==> src/rtl/lzw_pkg.sv <==
package lzw_pkg;

	localparam int CODE_W    = 12;
	localparam int BYTE_W    = 8;
	localparam int NEXT_W    = 13;
	localparam int EPOCH_W   = 8;
	localparam int CODE_SPACE = 4096;
	localparam logic [NEXT_W-1:0] LITERALS = 13'd256;

	// epoch zero marks a slot that is empty in every string
	localparam logic [EPOCH_W-1:0] EPOCH_EMPTY = 8'd0;
	localparam logic [EPOCH_W-1:0] EPOCH_FIRST = 8'd1;
	localparam logic [EPOCH_W-1:0] EPOCH_LAST  = 8'd255;

	typedef enum logic [2:0] {
		ST_CLEAR,
		ST_IDLE,
		ST_CHECK,
		ST_EMIT_MISS,
		ST_EMIT_LAST
	} state_t;

	typedef struct packed {
		logic accept;
		logic first;
		logic start;
		logic next_probe;
		logic take_hit;
		logic insert;
		logic push_miss;
		logic push_last;
		logic clr_wr;
	} cmd_t;

	typedef struct packed {
		logic pvalid;
		logic eoi;
		logic hit;
		logic occupied;
		logic can_insert;
		logic q_full;
		logic clr_done;
		logic epoch_max;
	} status_t;

endpackage

==> src/rtl/lzw_ctrl.sv <==
module lzw_ctrl
	import lzw_pkg::*;
(
	input  logic    clk,
	input  logic    arst_n,
	input  logic    in_valid,
	input  logic    end_of_input,
	input  status_t st,
	output cmd_t    cmd,
	output logic    in_stall
);

	state_t state_q, state_d;

	always_ff @(posedge clk or negedge arst_n) begin
		if (!arst_n) begin
			state_q <= ST_CLEAR;
		end else begin
			state_q <= state_d;
		end
	end

	always_comb begin
		cmd = '0;
		state_d = state_q;
		in_stall = (state_q != ST_IDLE);
		unique case (state_q)
			ST_CLEAR: begin
				cmd.clr_wr = 1'b1;
				if (st.clr_done) begin
					state_d = ST_IDLE;
				end
			end
			ST_IDLE: begin
				if (in_valid) begin
					cmd.accept = 1'b1;
					if (!st.pvalid) begin
						cmd.first = 1'b1;
						state_d = end_of_input ? ST_EMIT_LAST : ST_IDLE;
					end else begin
						cmd.start = 1'b1;
						state_d = ST_CHECK;
					end
				end
			end
			ST_CHECK: begin
				if (st.hit) begin
					cmd.take_hit = 1'b1;
					state_d = st.eoi ? ST_EMIT_LAST : ST_IDLE;
				end else if (st.occupied) begin
					cmd.next_probe = 1'b1;
				end else begin
					cmd.insert = st.can_insert;
					state_d = ST_EMIT_MISS;
				end
			end
			ST_EMIT_MISS: begin
				if (!st.q_full) begin
					cmd.push_miss = 1'b1;
					state_d = st.eoi ? ST_EMIT_LAST : ST_IDLE;
				end
			end
			ST_EMIT_LAST: begin
				if (!st.q_full) begin
					cmd.push_last = 1'b1;
					state_d = st.epoch_max ? ST_CLEAR : ST_IDLE;
				end
			end
			default: begin
				state_d = ST_CLEAR;
			end
		endcase
	end

endmodule

==> config.mk <==
export PLATFORM = sky130hd
export DESIGN_NAME = lzw_ctrl
export DESIGN_NICKNAME = d
export VERILOG_FILES = /design/src/rtl/lzw_pkg.sv /design/src/rtl/lzw_ctrl.sv
export SDC_FILE = /design/constraint.sdc
export NUM_CORES = 1
export LEC_CHECK = 0
export BUFFER_PORTS_ARGS = -buffer_cell sky130_fd_sc_hd__buf_2
export CORE_AREA = 2 2 39 41
export DETAILED_ROUTE_END_ITERATION = 10
export DIE_AREA = 0 0 41 43
export PLACE_DENSITY = 0.56
export SETUP_SLACK_MARGIN = 0.5
export SLEW_MARGIN = 20
export SYNTH_ARGS = -nofsm -noshare
export SYNTH_HDL_FRONTEND = slang
export SYNTH_SLANG_ARGS = --single-unit
export TNS_END_PERCENT = 50
==> constraint.sdc <==
create_clock -name clk -period 2.1 [get_ports clk]
set_input_delay 0.105 -clock clk [delete_from_list [all_inputs] [get_ports clk]]
set_output_delay 0.105 -clock clk [all_outputs]
set_load 0.05 [all_outputs]
==> key figures, run 1 <==
Worst setup path
  – Reg2Reg Depth: 4
  – Crit path buffers/inverters: 1
  – Max incr delay on CP: approximately 0.48 ns
  – Crit end category: output pin
  – Critical path fanouts, max: 12
  – WP data arrival: 1.41 ns
  – CP startpoint kind: flop
  – Crit path max-delay cell type: dfrtp_2
  – CP cell instances: and2b_1 -> and3b_1 -> buf_2
  – Critical Path RT: approximately 2.0 ns
  – Instance count on the critical path: 3
  – Critical path type: flop to output pin
  – CP delay by family, top: flip-flops

Yosys
  – Mapped cell area: between 300 and 400 um2
  – Seq/Total Area, Yosys: between 20 and 25%
  – Syn Nets: between 50 and 60
  – Post-synthesis mux area share: just under 7%
  – Cell taking the most area after synthesis: dfrtp_1
  – Warnings from Yosys: 0
  – Cell variety after synth: 27
  – Simple-gate area share of the yosys netlist: 39.52%
  – Main combinational cell family by area after synthesis: simple AND/OR/NAND/NOR gates
  – Gate Count Post-Synth: 44
  – XOR/XNOR share of the synthesized area: 0%
  – Compound-Gate Fraction of Synth Area: 24.40%
  – Synthesized area per cell: roughly 8.3 um2
  – Adder-cell share of the synthesized area: 0%
  – Yosys top cell area share: 20.62%
  – Seq cells post-synth: 3
  – Synth top area cells: dfrtp_1, and3b_1, nor2_1

Pwr
  – Worst vdd ir: between 0.6 and 0.7 mV
  – LEAKAGE: about 0.29 nW
  – Tot Pwr: 829.0 uW
  – Power Density: about 1500 nW/um2

Detailed routing
  – Initial DRC count: 12
  – WL/cell: approximately 12 um
  – Final WL: approximately 1000 um
  – Drt pass-1 iters: 3
  – Drt via density: about 4.9
  – DRC: 0
  – DR vias: ~410
  – DRT antenna net count: 0

Global route
  – Largest net degree at the start of global routing: 15
  – All-Layer GR Usage: between 10% and 20%
  – Remaining Overflow, GRT: 0
  – Vias in the first global route: 369
  – Initial antenna violation count: 0
  – First-pass GRT wire length: about 1500 um

STA
  – Setup TNS Final: 0 ns
  – Fin. max-slew vios: 0
  – Worst Tran Pin Value: 0.3099 ns
  – Worst relative slew slack: between 70% and 80%
  – Period utilization: between 70% and 80%
  – Final Critical Period: about 1.5 ns
  – RSZ-0062 raised after global routing: no
  – Fmax: roughly 660 MHz
  – Hold Fails Final Rpt: 0
  – Endpoints failing setup: 0
  – Layout Skew: 0.005818 ns

CTS
  – CTS tree: built
  – # clock sinks: 3
  – TritonCTS buffer count: 3
  – Root Buffer: clkbuf_4
  – Max H-tree Level: 1
  – Clk buf depth: 2
  – Worst skew pair latency: between 0.2 and 0.25 ns
  – Clock transition at path regs: about 0.03 ns

Layout
  – FILL cells: between 150 and 200
  – Largest Register: state_q
  – Biggest regs: state_q (3)
  – Layout area overhead: 50.86%
  – Diodes inserted: 0
  – Max FFs per register: 3
  – Fraction of layout cells with a size suffix above 1: between 50% and 60%
  – Final nets: a little over 80

Placement
  – Post-DP HPWL: about 720 um
  – GPL Wtd Cong: between 0.7 and 0.8
  – I/O Buffers: 21

Hold path
  – Worst hold path depth: 2
  – Min-Delay Path Class: primary input to flop

Floorplanning
  – Die Ht: around 43 um
  – Core area: around 1400 um2
  – Die area: 1763 um2
  – IO Count: 22
  – FP Rows: 14
  – Starting Density: 26.31%
  – Die width: between 40 and 50 um

Flow run
  – Max-cap viol count: 0

Status
  – Status: finished clean
[cells in the final DEF, fill, tap and decap left out]
cell | synthesis | layout
o31a_1 | 1 | 1
and3b_1 | 3 | 3
mux2_4 | 1 | 1
nor3_2 | 0 | 1
a32o_1 | 1 | 1
a21oi_1 | 3 | 3
and4b_1 | 2 | 2
clkbuf_4 | 0 | 4
nor4b_2 | 1 | 1
nand2_1 | 4 | 4
o21ai_2 | 1 | 1
clkbuf_1 | 0 | 1
and2_2 | 0 | 1
a31oi_2 | 1 | 1
a21oi_2 | 1 | 1
o221ai_1 | 1 | 1
mux2i_1 | 1 | 1
nor2_4 | 0 | 1
nor2b_4 | 0 | 1
o21a_1 | 1 | 1
o32ai_1 | 1 | 1
and3_1 | 2 | 2
dfrtp_2 | 0 | 3
buf_4 | 1 | 3
buf_2 | 1 | 19
nor2_1 | 6 | 4
nor2_2 | 0 | 1
nand3b_1 | 1 | 1
and2b_1 | 1 | 1
inv_1 | 2 | 2
dlygate4sd3_1 | 0 | 1
[Yosys cell counts]
library cell / number
and2b_1: 1
dfrtp_1: 3
a32o_1: 1
a21oi_1: 3
and4b_1: 2
o21a_1: 1
a21oi_2: 1
nor2b_1: 1
and3_1: 2
nand2_1: 4
o221ai_1: 1
and3b_1: 3
and2_1: 1
buf_4: 1
nor3_1: 1
nor2_1: 6
nand3b_1: 1
mux2_4: 1
inv_1: 2
buf_6: 1
o32ai_1: 1
nor4b_2: 1
o21ai_2: 1
mux2i_1: 1
o31a_1: 1
buf_2: 1
a31oi_2: 1
[stage by stage]
step                      instances  hold slack (ns)  util (%)  setup slack (ns)  area, um2
final                            85           0.2074     39.69            0.5821      549.3
after global routing             85           0.2075     39.69            0.5073      549.3
after CTS                        83           0.1813     38.07            0.5116      526.8
after detailed placement         78         -0.09645     34.63            0.5846      479.2
after global placement           78         -0.09431     34.63            0.5864      479.2
after floorplan                  44          -0.1906         -            0.3944      377.9
[layer usage]
metal  track usage [%]  share of wire (%)  wire [um]
met1             15.16                 43        426
met2             18.75                 51        501
met3             6.283                6.0         59
met4             2.000                  0          0
met5                 0                  0          0
[repair_timing]
item,4_1_cts,5_1_grt
resized for setup,5,4
gates cloned,0,0
buffers inserted,0,2
endpoints found under the hold margin,3,0
setup endpoints to repair,6,8
hold buffers,1,0
[final cells by class]
class / count / area [um2] / share of cell area, %
sequential: 3 / 78.83 / 14.35
timing repair buffer: 24 / 135.1 / 24.60
multi-input combinational: 36 / 281.5 / 51.25
inverter: 2 / 7.507 / 1.367
tap: 16 / 20.02 / 3.645
clock buffer: 4 / 26.28 / 4.784
[final timing paths]
path	to	from	slack, ns
setup reg to reg	state_q[1]	state_q[0]	0.65
min in group asynchronous	state_q[1]	arst_n	0.22
hold reg to reg	state_q[0]	state_q[0]	0.72
max in group asynchronous	state_q[0]	arst_n	1.75
setup / recovery	cmd[4]	state_q[2]	0.58
hold / removal	state_q[2]	st[2]	0.21
[kinds of logic after synthesis]
group                  after synthesis
and+or+nand+nor                     23
AOI/OAI and AO/OA                   11
buffers and inverters                5
DFF                                  3
muxes                                2
[power by group]
group | internal [mW] | switching, mW | total (mW)
clock | 0.0712 | 0.0311 | 0.102
sequential | 0.0888 | 0.0852 | 0.174
combinational | 0.212 | 0.341 | 0.553
Power figures use the tool's default switching activity.
==> run 2: changes to the inputs <==
==> constraint.sdc (replaced) <==
create_clock -name clk -period 1.4 [get_ports clk]
set_input_delay 0.07 -clock clk [delete_from_list [all_inputs] [get_ports clk]]
set_output_delay 0.07 -clock clk [all_outputs]
set_load 0.05 [all_outputs]
==> run 2 against run 1 <==
The flow now finishes with violations (negative setup slack). Critical path depth rose by 1. Flip-flop and latch count unchanged. Via count increased by 20%. Die area stayed put. Power grew 120%. First-iteration DRC count decreased by 83%. Critical endpoint is now cmd[3].
==> key figures, run 2 (synthesis results as in run 1) <==
Floorplanning
  – IO Count: 22 (unchanged)
  – Die area: 1763 um2 (unchanged)
  – FP Rows: 14 (unchanged)
  – Die width: 41 um (unchanged)
  – Starting Density: 26.31% (unchanged)
  – Die Ht: 43 um (unchanged)
  – Core area: 1384 um2 (unchanged)

Pwr
  – Net Sw Frac: 46.40% (-8.7 points)
  – Pint: 961.2 uW (+160%)
  – Sw power: 832.2 uW (+82%)
  – Worst vdd ir: 1.117 mV (+71%)
  – Tot Pwr: 1.793 mW (+120%)
  – Seq pwr share: 11.5% (-9.5 points)
  – Comb pwr share: 79.9% (+13 points)
  – Power Density: 2282 nW/um2 (+51%)
  – Clock share of power: 8.6% (-3.7 points)
  – LEAKAGE: 0.3851 nW (+35%)

Global route
  – Initial antenna violation count: 0 (unchanged)
  – Vias in the first global route: 463 (+25%)
  – All-Layer GR Usage: 16.43% (+4.2 points)
  – Remaining Overflow, GRT: 0 (unchanged)
  – First-pass GRT wire length: 1945 um (+32%)
  – Largest net degree at the start of global routing: 8 (-7)

STA
  – RSZ-0062 raised after global routing: yes
  – Fin. max-slew vios: 0 (unchanged)
  – Setup WS post-layout: -0.06807 ns (-0.6502 ns)
  – Worst Tran Pin Value: 0.2783 ns (-0.03152 ns)
  – Fmax: between 600 and 700 MHz
  – Endpoints failing setup: 11 (+11)
  – Period utilization: 104.9%
  – Hold Fails Final Rpt: 0 (unchanged)
  – Layout Skew: 0.007013 ns (+0.001195 ns)
  – Hold_ws: 0.1515 ns (-0.05586 ns)
  – Worst relative slew slack: 81.39% (+2.1 points)
  – Final Critical Period: ~1.5 ns

Placement
  – I/O Buffers: 21 (unchanged)
  – Setup Slack @ Placement: 0.01384 ns (-0.5708 ns)
  – GPL Wtd Cong: 0.7844 (+9.7%)
  – Post-DP HPWL: 817.6 um (+14%)

Layout
  – Final nets: 97 (+18%)
  – Final Util: 56.78% (+17 points)
  – Most frequent cells in the layout: buf_2, buf_4, buf_6
  – Diodes inserted: 0 (unchanged)
  – Fraction of layout cells with a size suffix above 1: 70.24% (+14 points)
  – Biggest regs: state_q (3)
  – Largest Register: state_q
  – Most common cell after layout, fill and taps aside: buf_2
  – Layout area overhead: 115.8%
  – FILL cells: 125 (-17%)
  – Max FFs per register: 3 (unchanged)

CTS
  – TritonCTS buffer count: 3 (unchanged)
  – Clk buf depth: 2 (unchanged)
  – Worst skew pair latency: 0.24 ns (about the same)
  – Clock transition at path regs: 0.04 ns (about the same)
  – # clock sinks: 3 (unchanged)
  – Root Buffer: clkbuf_4
  – CTS tree: built
  – Max H-tree Level: 1 (unchanged)

Worst setup path
  – Critical path type: flop to output pin
  – Critical Path RT: 1.33 ns (-0.67 ns)
  – Crit end category: output pin
  – CP startpoint kind: flop
  – WP data arrival: 1.40 ns (about the same)
  – Critical path fanouts, max: 5 (-7)

Detailed routing
  – DRT antenna net count: 0 (unchanged)
  – Final WL: 1312 um (+33%)
  – Initial DRC count: 2 (-10)
  – WL/cell: 13.12 um (+13%)
  – DRC: 0 (unchanged)
  – Drt pass-1 iters: 4 (+1)
  – Drt via density: 4.950 (+1.9%)
  – DR vias: 495 (+20%)

Hold path
  – Min-Delay Path Class: primary input to async pin

Status
  – Failing checks: negative setup slack
  – Status: finished, violations left

Flow run
  – Max-cap viol count: 0 (unchanged)
run 2: worst paths after layout:
kind / from / endpoint / depth (start not counted) / slack, ns
min in group clk: st[2] / state_q[2] / 2 / 0.20
hold reg to reg: state_q[0] / state_q[0] / 2 / 0.75
max in group asynchronous: arst_n / state_q[1] / 2 / 1.12
setup reg to reg: state_q[1] / state_q[1] / 5 / -0.04
hold / removal: arst_n / state_q[2] / 2 / 0.15
setup / recovery: state_q[1] / cmd[3] / 4 / -0.07
run 2: cell type report:
type	instances	area, um2	area share, %
tap	16	20.02	2.548
timing repair buffer	39	340.3	43.31
sequential	3	78.83	10.03
inverter	2	7.507	0.9554
clock buffer	4	26.28	3.344
multi-input combinational	36	312.8	39.81
run 2: what timing repair did:
action,CTS,global route
setup endpoints to repair,13,13
hold buffers,1,0
buffers inserted,6,3
endpoints found under the hold margin,3,0
pin swaps,7,4
resized for setup,29,7
run 2: power by group through the flow:
stage,sequential [mW],combinational [mW],clock [mW]
CTS,0.196,1.31,0.155
global placement,0.187,1.04,0
detailed placement,0.188,1.04,0
floorplan,0.166,0.814,0
global route,0.213,1.51,0.155
finish,0.206,1.43,0.155
run 2: critical path: stages (launching register included):
cell and delay [ns]:
dfrtp_2 0.45, buf_6 0.13, and2b_1 0.19, and4b_2 0.24
buf_8 0.15
run 2: metrics by stage:
stage / cells / area, um2 / setup TNS (ns)
floorplan: 44 / 411.6 / 0
detailed placement: 86 / 569.3 / 0
global route: 100 / 785.8 / -0.8464
CTS: 97 / 739.5 / -0.1618
global placement: 86 / 569.3 / 0
finish: 100 / 785.8 / -0.3671
run 2: routing by layer:
metal / global-route usage (%) / vias to the layer above / wire (um)
li1: - / 241 / -
met2: 27.81 / 20 / 696
met5: 0 / - / 0
met4: 8.000 / 0 / 17
met1: 18.24 / 231 / 536
met3: 3.141 / 3 / 61
